$ cat config.mk
export PLATFORM = sky130hd
export DESIGN_NAME = sync_header_frame_receiver_unit
export DESIGN_NICKNAME = d
export VERILOG_FILES = /design/src/hdl/shf_pkg.sv /design/src/hdl/shf_core.sv /design/src/hdl/shf_out_reg.sv /design/src/hdl/sync_header_frame_receiver_unit.sv
export SDC_FILE = /design/constraint.sdc
export NUM_CORES = 1
export LEC_CHECK = 0
export ABC_AREA = 0
export BUFFER_PORTS_ARGS = -buffer_cell sky130_fd_sc_hd__clkbuf_2
export CAP_MARGIN = 30
export CORE_MARGIN = 1
export CORE_UTILIZATION = 60
export CTS_BUF_LIST = sky130_fd_sc_hd__clkbuf_8
export DETAILED_ROUTE_END_ITERATION = 16
export GPL_TIMING_DRIVEN = 0
export PLACE_DENSITY = 0.85
export SYNTH_ARGS = -nofsm -noshare
export SYNTH_HDL_FRONTEND = slang
export SYNTH_SLANG_ARGS = --single-unit
$ cat constraint.sdc
create_clock -name clk -period 4.6 [get_ports clk]
set_input_delay 1.38 -clock clk [delete_from_list [all_inputs] [get_ports clk]]
set_output_delay 1.38 -clock clk [all_outputs]
set_load 0.03 [all_outputs]
$ cat src/hdl/shf_pkg.sv
`timescale 1ns / 1ps
// Package for the sync-header frame receiver: sizes, sync bytes, reset
// values of the payload store and the structs passed between modules.
// No dependencies.
package shf_pkg;

    localparam int PAYLOAD_LEN = 7;
    localparam int SHOWN_BYTES = 7;
    localparam int CNT_W       = $clog2(PAYLOAD_LEN + 1);
    localparam int IDX_W       = $clog2(SHOWN_BYTES);

    localparam logic [7:0] SYNC_A = 8'hFF;
    localparam logic [7:0] SYNC_B = 8'hFE;
    localparam logic [7:0] SYNC_C = 8'hFD;

    typedef logic [SHOWN_BYTES-1:0][7:0] payload_t;

    typedef struct packed {
        logic     frame_done;
        payload_t payload;
    } result_t;

    typedef struct packed {
        logic             capturing;
        logic [CNT_W-1:0] count;
    } status_t;

    // Reset contents of the payload store, entry 0 in the low byte.
    function automatic payload_t store_init();
        payload_t p;
        p = '0;
        p[3] = 8'd16;
        p[4] = 8'd88;
        p[5] = 8'd18;
        return p;
    endfunction

endpackage

$ cat src/hdl/shf_core.sv
`timescale 1ns / 1ps
// Frame state of the receiver: byte history, capture flag, byte count and
// payload store, updated once per item. Depends on shf_pkg.
module shf_core
    import shf_pkg::*;
(
    input  logic       clk,
    input  logic       rst_n,
    input  logic       step,
    input  logic [7:0] rx_byte,
    output result_t    res_next,
    output status_t    status
);

    logic [7:0]       hist1_reg, hist2_reg;
    logic             capt_reg, capt_next;
    logic [CNT_W-1:0] count_reg, count_next;
    payload_t         store_reg, store_next;
    logic             header_hit;
    logic             done;
    logic [IDX_W-1:0] wr_idx;
    logic             wr_en;

    assign wr_idx = IDX_W'(count_reg);
    assign wr_en  = capt_reg && (32'(count_reg) < 32'(PAYLOAD_LEN))
                    && (32'(count_reg) < 32'(SHOWN_BYTES));
    // history after the shift: old hist1, old hist2, new byte
    assign header_hit = (hist1_reg == SYNC_A) && (hist2_reg == SYNC_B)
                        && (rx_byte == SYNC_C);

    always_comb
    begin
        store_next = store_reg;
        for (int k = 0; k < SHOWN_BYTES; k++)
        begin
            if (wr_en && (wr_idx == IDX_W'(k)))
            begin
                store_next[k] = rx_byte;
            end
        end

        capt_next  = capt_reg;
        count_next = capt_reg ? count_reg + 1'b1 : count_reg;
        if (header_hit)
        begin
            capt_next  = 1'b1;
            count_next = '0;
        end
        done = (32'(count_next) >= 32'(PAYLOAD_LEN));
        if (done)
        begin
            capt_next  = 1'b0;
            count_next = '0;
        end
    end

    always_ff @(posedge clk or negedge rst_n)
    begin
        if (!rst_n)
        begin
            hist1_reg <= '0;
            hist2_reg <= '0;
            capt_reg  <= 1'b0;
            count_reg <= '0;
            store_reg <= store_init();
        end
        else if (step)
        begin
            hist1_reg <= hist2_reg;
            hist2_reg <= rx_byte;
            capt_reg  <= capt_next;
            count_reg <= count_next;
            store_reg <= store_next;
        end
    end

    assign res_next.frame_done = done;
    assign res_next.payload    = store_next;
    assign status.capturing    = capt_reg;
    assign status.count        = count_reg;

endmodule

$ cat src/hdl/shf_out_reg.sv
`timescale 1ns / 1ps
// Result register of the receiver: holds one result until the sink takes it.
// Depends on shf_pkg.
module shf_out_reg
    import shf_pkg::*;
(
    input  logic    clk,
    input  logic    rst_n,
    input  logic    load,
    input  logic    take,
    input  result_t res_d,
    output logic    valid,
    output result_t res_q
);

    logic    valid_reg, valid_next;
    result_t res_reg;

    always_comb
    begin
        valid_next = valid_reg;
        if (load)
        begin
            valid_next = 1'b1;
        end
        else if (take)
        begin
            valid_next = 1'b0;
        end
    end

    always_ff @(posedge clk or negedge rst_n)
    begin
        if (!rst_n)
        begin
            valid_reg <= 1'b0;
        end
        else
        begin
            valid_reg <= valid_next;
        end
    end

    // payload: no reset needed
    always_ff @(posedge clk)
    begin
        if (load)
        begin
            res_reg <= res_d;
        end
    end

    assign valid = valid_reg;
    assign res_q = res_reg;

endmodule

$ cat src/hdl/sync_header_frame_receiver_unit.sv
`timescale 1ns / 1ps
// Sync-header frame receiver, top level. Uses shf_pkg, shf_core, shf_out_reg.
// An accepted item waits in the input register, which feeds the result register
// directly through shf_core. Throughput: 1 item per cycle while the sink takes
// results. Reset (async, active low) clears history, capture flag, count and
// valid bits and loads the payload store with its default.
module sync_header_frame_receiver_unit
    import shf_pkg::*;
(
    input  logic       clk,
    input  logic       rst_n,
    input  logic       in_valid,
    output logic       in_ready,
    input  logic [7:0] rx_byte,
    output logic       out_valid,
    input  logic       out_ready,
    output logic       frame_done,
    output logic [7:0] payload_b0,
    output logic [7:0] payload_b1,
    output logic [7:0] payload_b2,
    output logic [7:0] payload_b3,
    output logic [7:0] payload_b4,
    output logic [7:0] payload_b5,
    output logic [7:0] payload_b6
);

    logic       in_valid_reg;
    logic [7:0] rx_reg;
    logic       advance;
    result_t    res_next;
    result_t    res_q;
    status_t    status;

    // Advance the held item into the frame logic whenever the result register
    // is empty or its contents are being taken this cycle.
    assign advance  = in_valid_reg && (!out_valid || out_ready);
    // Accept a new item when the input register is empty or drains now.
    assign in_ready = !in_valid_reg || advance;

    always_ff @(posedge clk or negedge rst_n)
    begin
        if (!rst_n)
        begin
            in_valid_reg <= 1'b0;
        end
        else if (in_ready)
        begin
            in_valid_reg <= in_valid;
        end
    end

    always_ff @(posedge clk)
    begin
        if (in_valid && in_ready)
        begin
            rx_reg <= rx_byte;
        end
    end

    // Header detection, capture and payload store; result reflects the store
    // after this item's update, and frame_done flags frame completion.
    shf_core u_core (
        .clk      (clk),
        .rst_n    (rst_n),
        .step     (advance),
        .rx_byte  (rx_reg),
        .res_next (res_next),
        .status   (status)
    );

    shf_out_reg u_out (
        .clk   (clk),
        .rst_n (rst_n),
        .load  (advance),
        .take  (out_ready),
        .res_d (res_next),
        .valid (out_valid),
        .res_q (res_q)
    );

    assign frame_done = res_q.frame_done;
    assign payload_b0 = res_q.payload[0];
    assign payload_b1 = res_q.payload[1];
    assign payload_b2 = res_q.payload[2];
    assign payload_b3 = res_q.payload[3];
    assign payload_b4 = res_q.payload[4];
    assign payload_b5 = res_q.payload[5];
    assign payload_b6 = res_q.payload[6];

    // Count stays inside the payload range between items.
    a_count_range: assert property (@(posedge clk) disable iff (!rst_n)
        32'(status.count) < 32'(PAYLOAD_LEN))
        else $error("byte count out of range");

    // An idle receiver has a cleared count.
    a_idle_count: assert property (@(posedge clk) disable iff (!rst_n)
        !status.capturing |-> (status.count == '0))
        else $error("count nonzero while not capturing");

    // A completed frame disarms capture.
    a_done_disarm: assert property (@(posedge clk) disable iff (!rst_n)
        (advance && res_next.frame_done) |=> !status.capturing)
        else $error("capture still armed after frame completion");

    // An empty result register never blocks the input side.
    a_no_stall: assert property (@(posedge clk) disable iff (!rst_n)
        !out_valid |-> in_ready)
        else $error("input stalled with empty result register");

endmodule

==> out/results.tsv <==
stage	metric	value	unit
grt	pin count of the biggest net entering global routing	67	
clock_tree	clock-pin slew on the worst setup and hold paths	0.07	ns
clock_tree	buffer cell driving the clock tree root	sky130_fd_sc_hd__clkbuf_8	
timing	crit path time final	3.237	ns
die	area enclosed by the die boundary	10420	um2
setup_path	worst reg2reg path depth	5	
setup_path	worst reg2reg endpoint	u_out.res_q[37]$_DFFE_PP_	
power_and_ir_drop	relative contribution of sequential cells to total power	0.544	
clock_tree	clock tree from TritonCTS	done	
timing	measured slew at the worst slew-check pin	0.8266	ns
die	I/O pin count	71	
synth	Post-Synthesis Mean Instance Area	14.62	um2
setup_path	Most Frequent Cell on Critical Path	sky130_fd_sc_hd__clkbuf_2	
die	number of cell rows	36	
timing	Fmax achieved	0.3090	GHz
setup_path	kind of end point of the critical path	primary output	
clock_tree	sink count of the clock tree	143	
timing	clock tree skew after final layout	0.009349	ns
grt	grt total ovfl	0	
placed_design	Placed Instance Area	6555	um2
synth	count of mapped cells out of synthesis	411	
layout	area of all placed cells without fillers	6949	um2
power_and_ir_drop	switching power	0.6332	mW
die	core region area	9729	um2
clock_tree	cts repair resizes	0	
grt	number of antenna violations at the first check in global routing	0	
layout	layout cell share with drive strength beyond 1	0.4377	
clock_tree	count of H-tree levels built during CTS	4	
placed_design	routability cong.	0.8333	
timing	RSZ-0062 raised after global routing	false	
routing	antenna violation net count after detailed routing	0	
setup_path	Critical Setup Path Class	primary input to primary output	
synth	number of different library cells in the post-synthesis netlist	34	
placed_design	post-detailed-placement half-perimeter wirelength	7420	um
routing	detailed router's first-iteration violation count	135	
synth	share of synthesized area occupied by flip-flops and latches	0.6510	
layout	synth-to-layout area growth	15.66	%
timing	worst relative slew slack	0.4490	
die	initial cell density of the core	0.6175	
power_and_ir_drop	power share of the combinational group	0.089	
min_path	beginning of the worst hold path	u_core.store_reg[15]$_DFFE_PN0P_	
grt	total track usage	0.2375	
routing	total DRC errors in the routed layout	0	
timing	Max Transition Viols Final	0	
power_and_ir_drop	switching share of total power	0.2377	
power_and_ir_drop	maximum VDD drop	0.2779	mV
synth	cell accounting for the most synthesized area	sky130_fd_sc_hd__edfxtp_1	
die	vertical die dimension	102.1	um
synth	Netlist Area Pre-Place	6008	um2
routing	via density per instance	5.428	
power_and_ir_drop	total chip power	2.664	mW
die	x dimension of the die	102.1	um
grt	number of global-route vias before repair	3406	
routing	Routed WL per cell	17.46	um
synth	share of the synthesized area in the top cell type	0.3249	
synth	net count of the mapped netlist	428	
synth	number of warnings printed during yosys synthesis	0	
clock_tree	Post CTS Setup Buffer Count	0	
placed_design	count of buffers from port buffering	70	
timing	number of hold violations in the final report	0	
setup_path	data required time of the critical path	3.22	ns
min_path	path class of the lowest-slack min-delay path	flop to flop	
min_path	Hold Path End	u_core.store_reg[15]$_DFFE_PN0P_	
clock_tree	cts hold-fix bufs	0	
synth	number of flip-flops and latches in the synthesized netlist	143	
synth	main area contributors after synthesis	sky130_fd_sc_hd__edfxtp_1 (32%), sky130_fd_sc_hd__dfrtp_1 (30%), sky130_fd_sc_hd__mux2_2 (15%)	
setup_path	FF-to-FF setup slack	2.44	ns
setup_path	largest stage delay on the critical path	0.21	ns
timing	final total negative setup slack	0	ns
layout	most frequent standard cell in the layout excluding fill and tap cells	sky130_fd_sc_hd__nand2_1	
clock_tree	number of CTS-inserted buffers	17	
setup_path	arrival time at the worst endpoint	1.86	ns
clock_tree	latest clock arrival within the worst-skew pair	0.44	ns
min_path	cell depth of the worst min-delay path	2	
routing	vias after detailed routing	3512	
layout	count of antenna diodes in the layout	0	
setup_path	kind of launch point of the worst setup path	primary input	
layout	Post-Route Utilization	0.7142	
power_and_ir_drop	P_leak	3.298	nW
layout	number of flip-flops under the largest register name	57	
power_and_ir_drop	internal power contribution	2.031	mW
layout	NumNets Final	518	
setup_path	Worst R2R Start	u_out.valid$_DFFE_PN0P_	
clock_tree	worst-case clock buffer depth	2	
power_and_ir_drop	fraction of power consumed by the clock network	0.366	
timing	count of final setup violators	0	
routing	total wire length after detailed routing	11300	um
grt	global-route wire length before repair	17570	um
setup_path	largest driver fanout on the critical path	3	
power_and_ir_drop	Power per Cell Area	383.4	nW/um2
setup_path	slowest stage cell on the critical path	sky130_fd_sc_hd__clkbuf_2	
routing	first-pass detailed-route iteration total	4	
setup_path	ordered cell list for the critical path	clkbuf_2 > nand3b_1 > clkbuf_2	
timing	part of the cycle the worst path needs	0.7036	
outcome	run status	completed	
flow_run	reported max-cap violation count	0	
layout	leading cell types in the layout, fill and taps excluded	sky130_fd_sc_hd__nand2_1 (98), sky130_fd_sc_hd__mux2_2 (80), sky130_fd_sc_hd__dfrtp_1 (72)	
[cells by family after synthesis]
logic type	Yosys count	synth area share
adder cells (fa/ha/maj)	5	0.01041
AO/OA/AOI/OAI	13	0.01270
AND/OR/NAND/NOR	131	0.1131
buffers and inverters	23	0.02291
multiplexers	96	0.1899
flip-flops	143	0.6510
[cell usage after synthesis]
| master | n |
|---|---|
| sky130_fd_sc_hd__and2b_2 | 1 |
| sky130_fd_sc_hd__and2_1 | 1 |
| sky130_fd_sc_hd__buf_12 | 1 |
| sky130_fd_sc_hd__nor2_1 | 5 |
| sky130_fd_sc_hd__buf_2 | 4 |
| sky130_fd_sc_hd__ha_1 | 5 |
| sky130_fd_sc_hd__buf_6 | 2 |
| sky130_fd_sc_hd__nand2_2 | 4 |
| sky130_fd_sc_hd__nand2_8 | 4 |
| sky130_fd_sc_hd__nand2b_1 | 2 |
| sky130_fd_sc_hd__dfstp_2 | 6 |
| sky130_fd_sc_hd__nand3b_1 | 1 |
| sky130_fd_sc_hd__and3_4 | 1 |
| sky130_fd_sc_hd__mux2_2 | 80 |
| sky130_fd_sc_hd__inv_1 | 3 |
| sky130_fd_sc_hd__and3_1 | 2 |
| sky130_fd_sc_hd__o22ai_1 | 1 |
| sky130_fd_sc_hd__nand4b_1 | 2 |
| sky130_fd_sc_hd__nor4_1 | 1 |
| sky130_fd_sc_hd__nand2_1 | 98 |
| sky130_fd_sc_hd__o21ai_0 | 7 |
| sky130_fd_sc_hd__inv_2 | 1 |
| sky130_fd_sc_hd__o211a_1 | 1 |
| sky130_fd_sc_hd__dfrtp_1 | 72 |
| sky130_fd_sc_hd__nor2_8 | 3 |
| sky130_fd_sc_hd__edfxtp_1 | 65 |
| sky130_fd_sc_hd__clkbuf_1 | 8 |
| sky130_fd_sc_hd__mux2_4 | 16 |
| sky130_fd_sc_hd__nor2b_1 | 1 |
| sky130_fd_sc_hd__nand4_1 | 4 |
| sky130_fd_sc_hd__nand2b_4 | 1 |
| sky130_fd_sc_hd__buf_4 | 4 |
| sky130_fd_sc_hd__a21oi_1 | 2 |
| sky130_fd_sc_hd__o211ai_1 | 2 |
[power by group through the flow]
stage | registers [mW] | clock network, mW | logic (mW)
detailed placement | 1.47 | 0 | 0.242
floorplan | 1.53 | 0 | 0.0932
CTS | 1.45 | 0.995 | 0.242
global route | 1.46 | 1.04 | 0.257
global placement | 1.47 | 0 | 0.232
finish | 1.45 | 0.976 | 0.238
[worst max-delay path: cells and delay by family]
| family | cells | cell delay (ns) |
|---|---|---|
| buffers and inverters | 2 | 0.30 |
| AND/OR/NAND/NOR | 1 | 0.18 |
[metal layers]
| layer | track usage | up-vias | part of all wire |
|---|---|---|---|
| met4 | 0.09670 | 0 | 0.011 |
| met1 | 0.3001 | 1784 | 0.43 |
| li1 | - | 1619 | - |
| met2 | 0.3826 | 99 | 0.51 |
| met3 | 0.07592 | 10 | 0.052 |
| met5 | 0 | - | 0 |
[worst max-delay path by stage]
| stage | start | to |
|---|---|---|
| final | out_ready | in_ready |
| after global routing | out_ready | in_ready |
| after CTS | out_ready | in_ready |
| after detailed placement | out_ready | u_out.res_q[37]$_DFFE_PP_ |
| after global placement | out_ready | in_ready |
| after floorplan | out_ready | in_ready |
[final cells by class]
cell class,count,area [um2]
fill,680,2780
buffer,19,122.6
timing repair buffer,71,380.4
tap,133,166.4
clock inverter,13,132.6
multi-input combinational,245,1959
inverter,4,15.01
sequential,143,3911
clock buffer,19,261.5
[through the flow]
step           worst slack (ns)  hold slack (ns)  cells
6_report                  1.363           0.4697    647
5_1_grt                   1.320           0.4999    647
4_1_cts                   1.363           0.4745    647
3_5_place_dp              1.359           0.4570    615
3_3_place_gp              1.382           0.4453    614
2_1_floorplan             1.494           0.4375    411
Note: power is estimated with default switching activity, not from simulation.
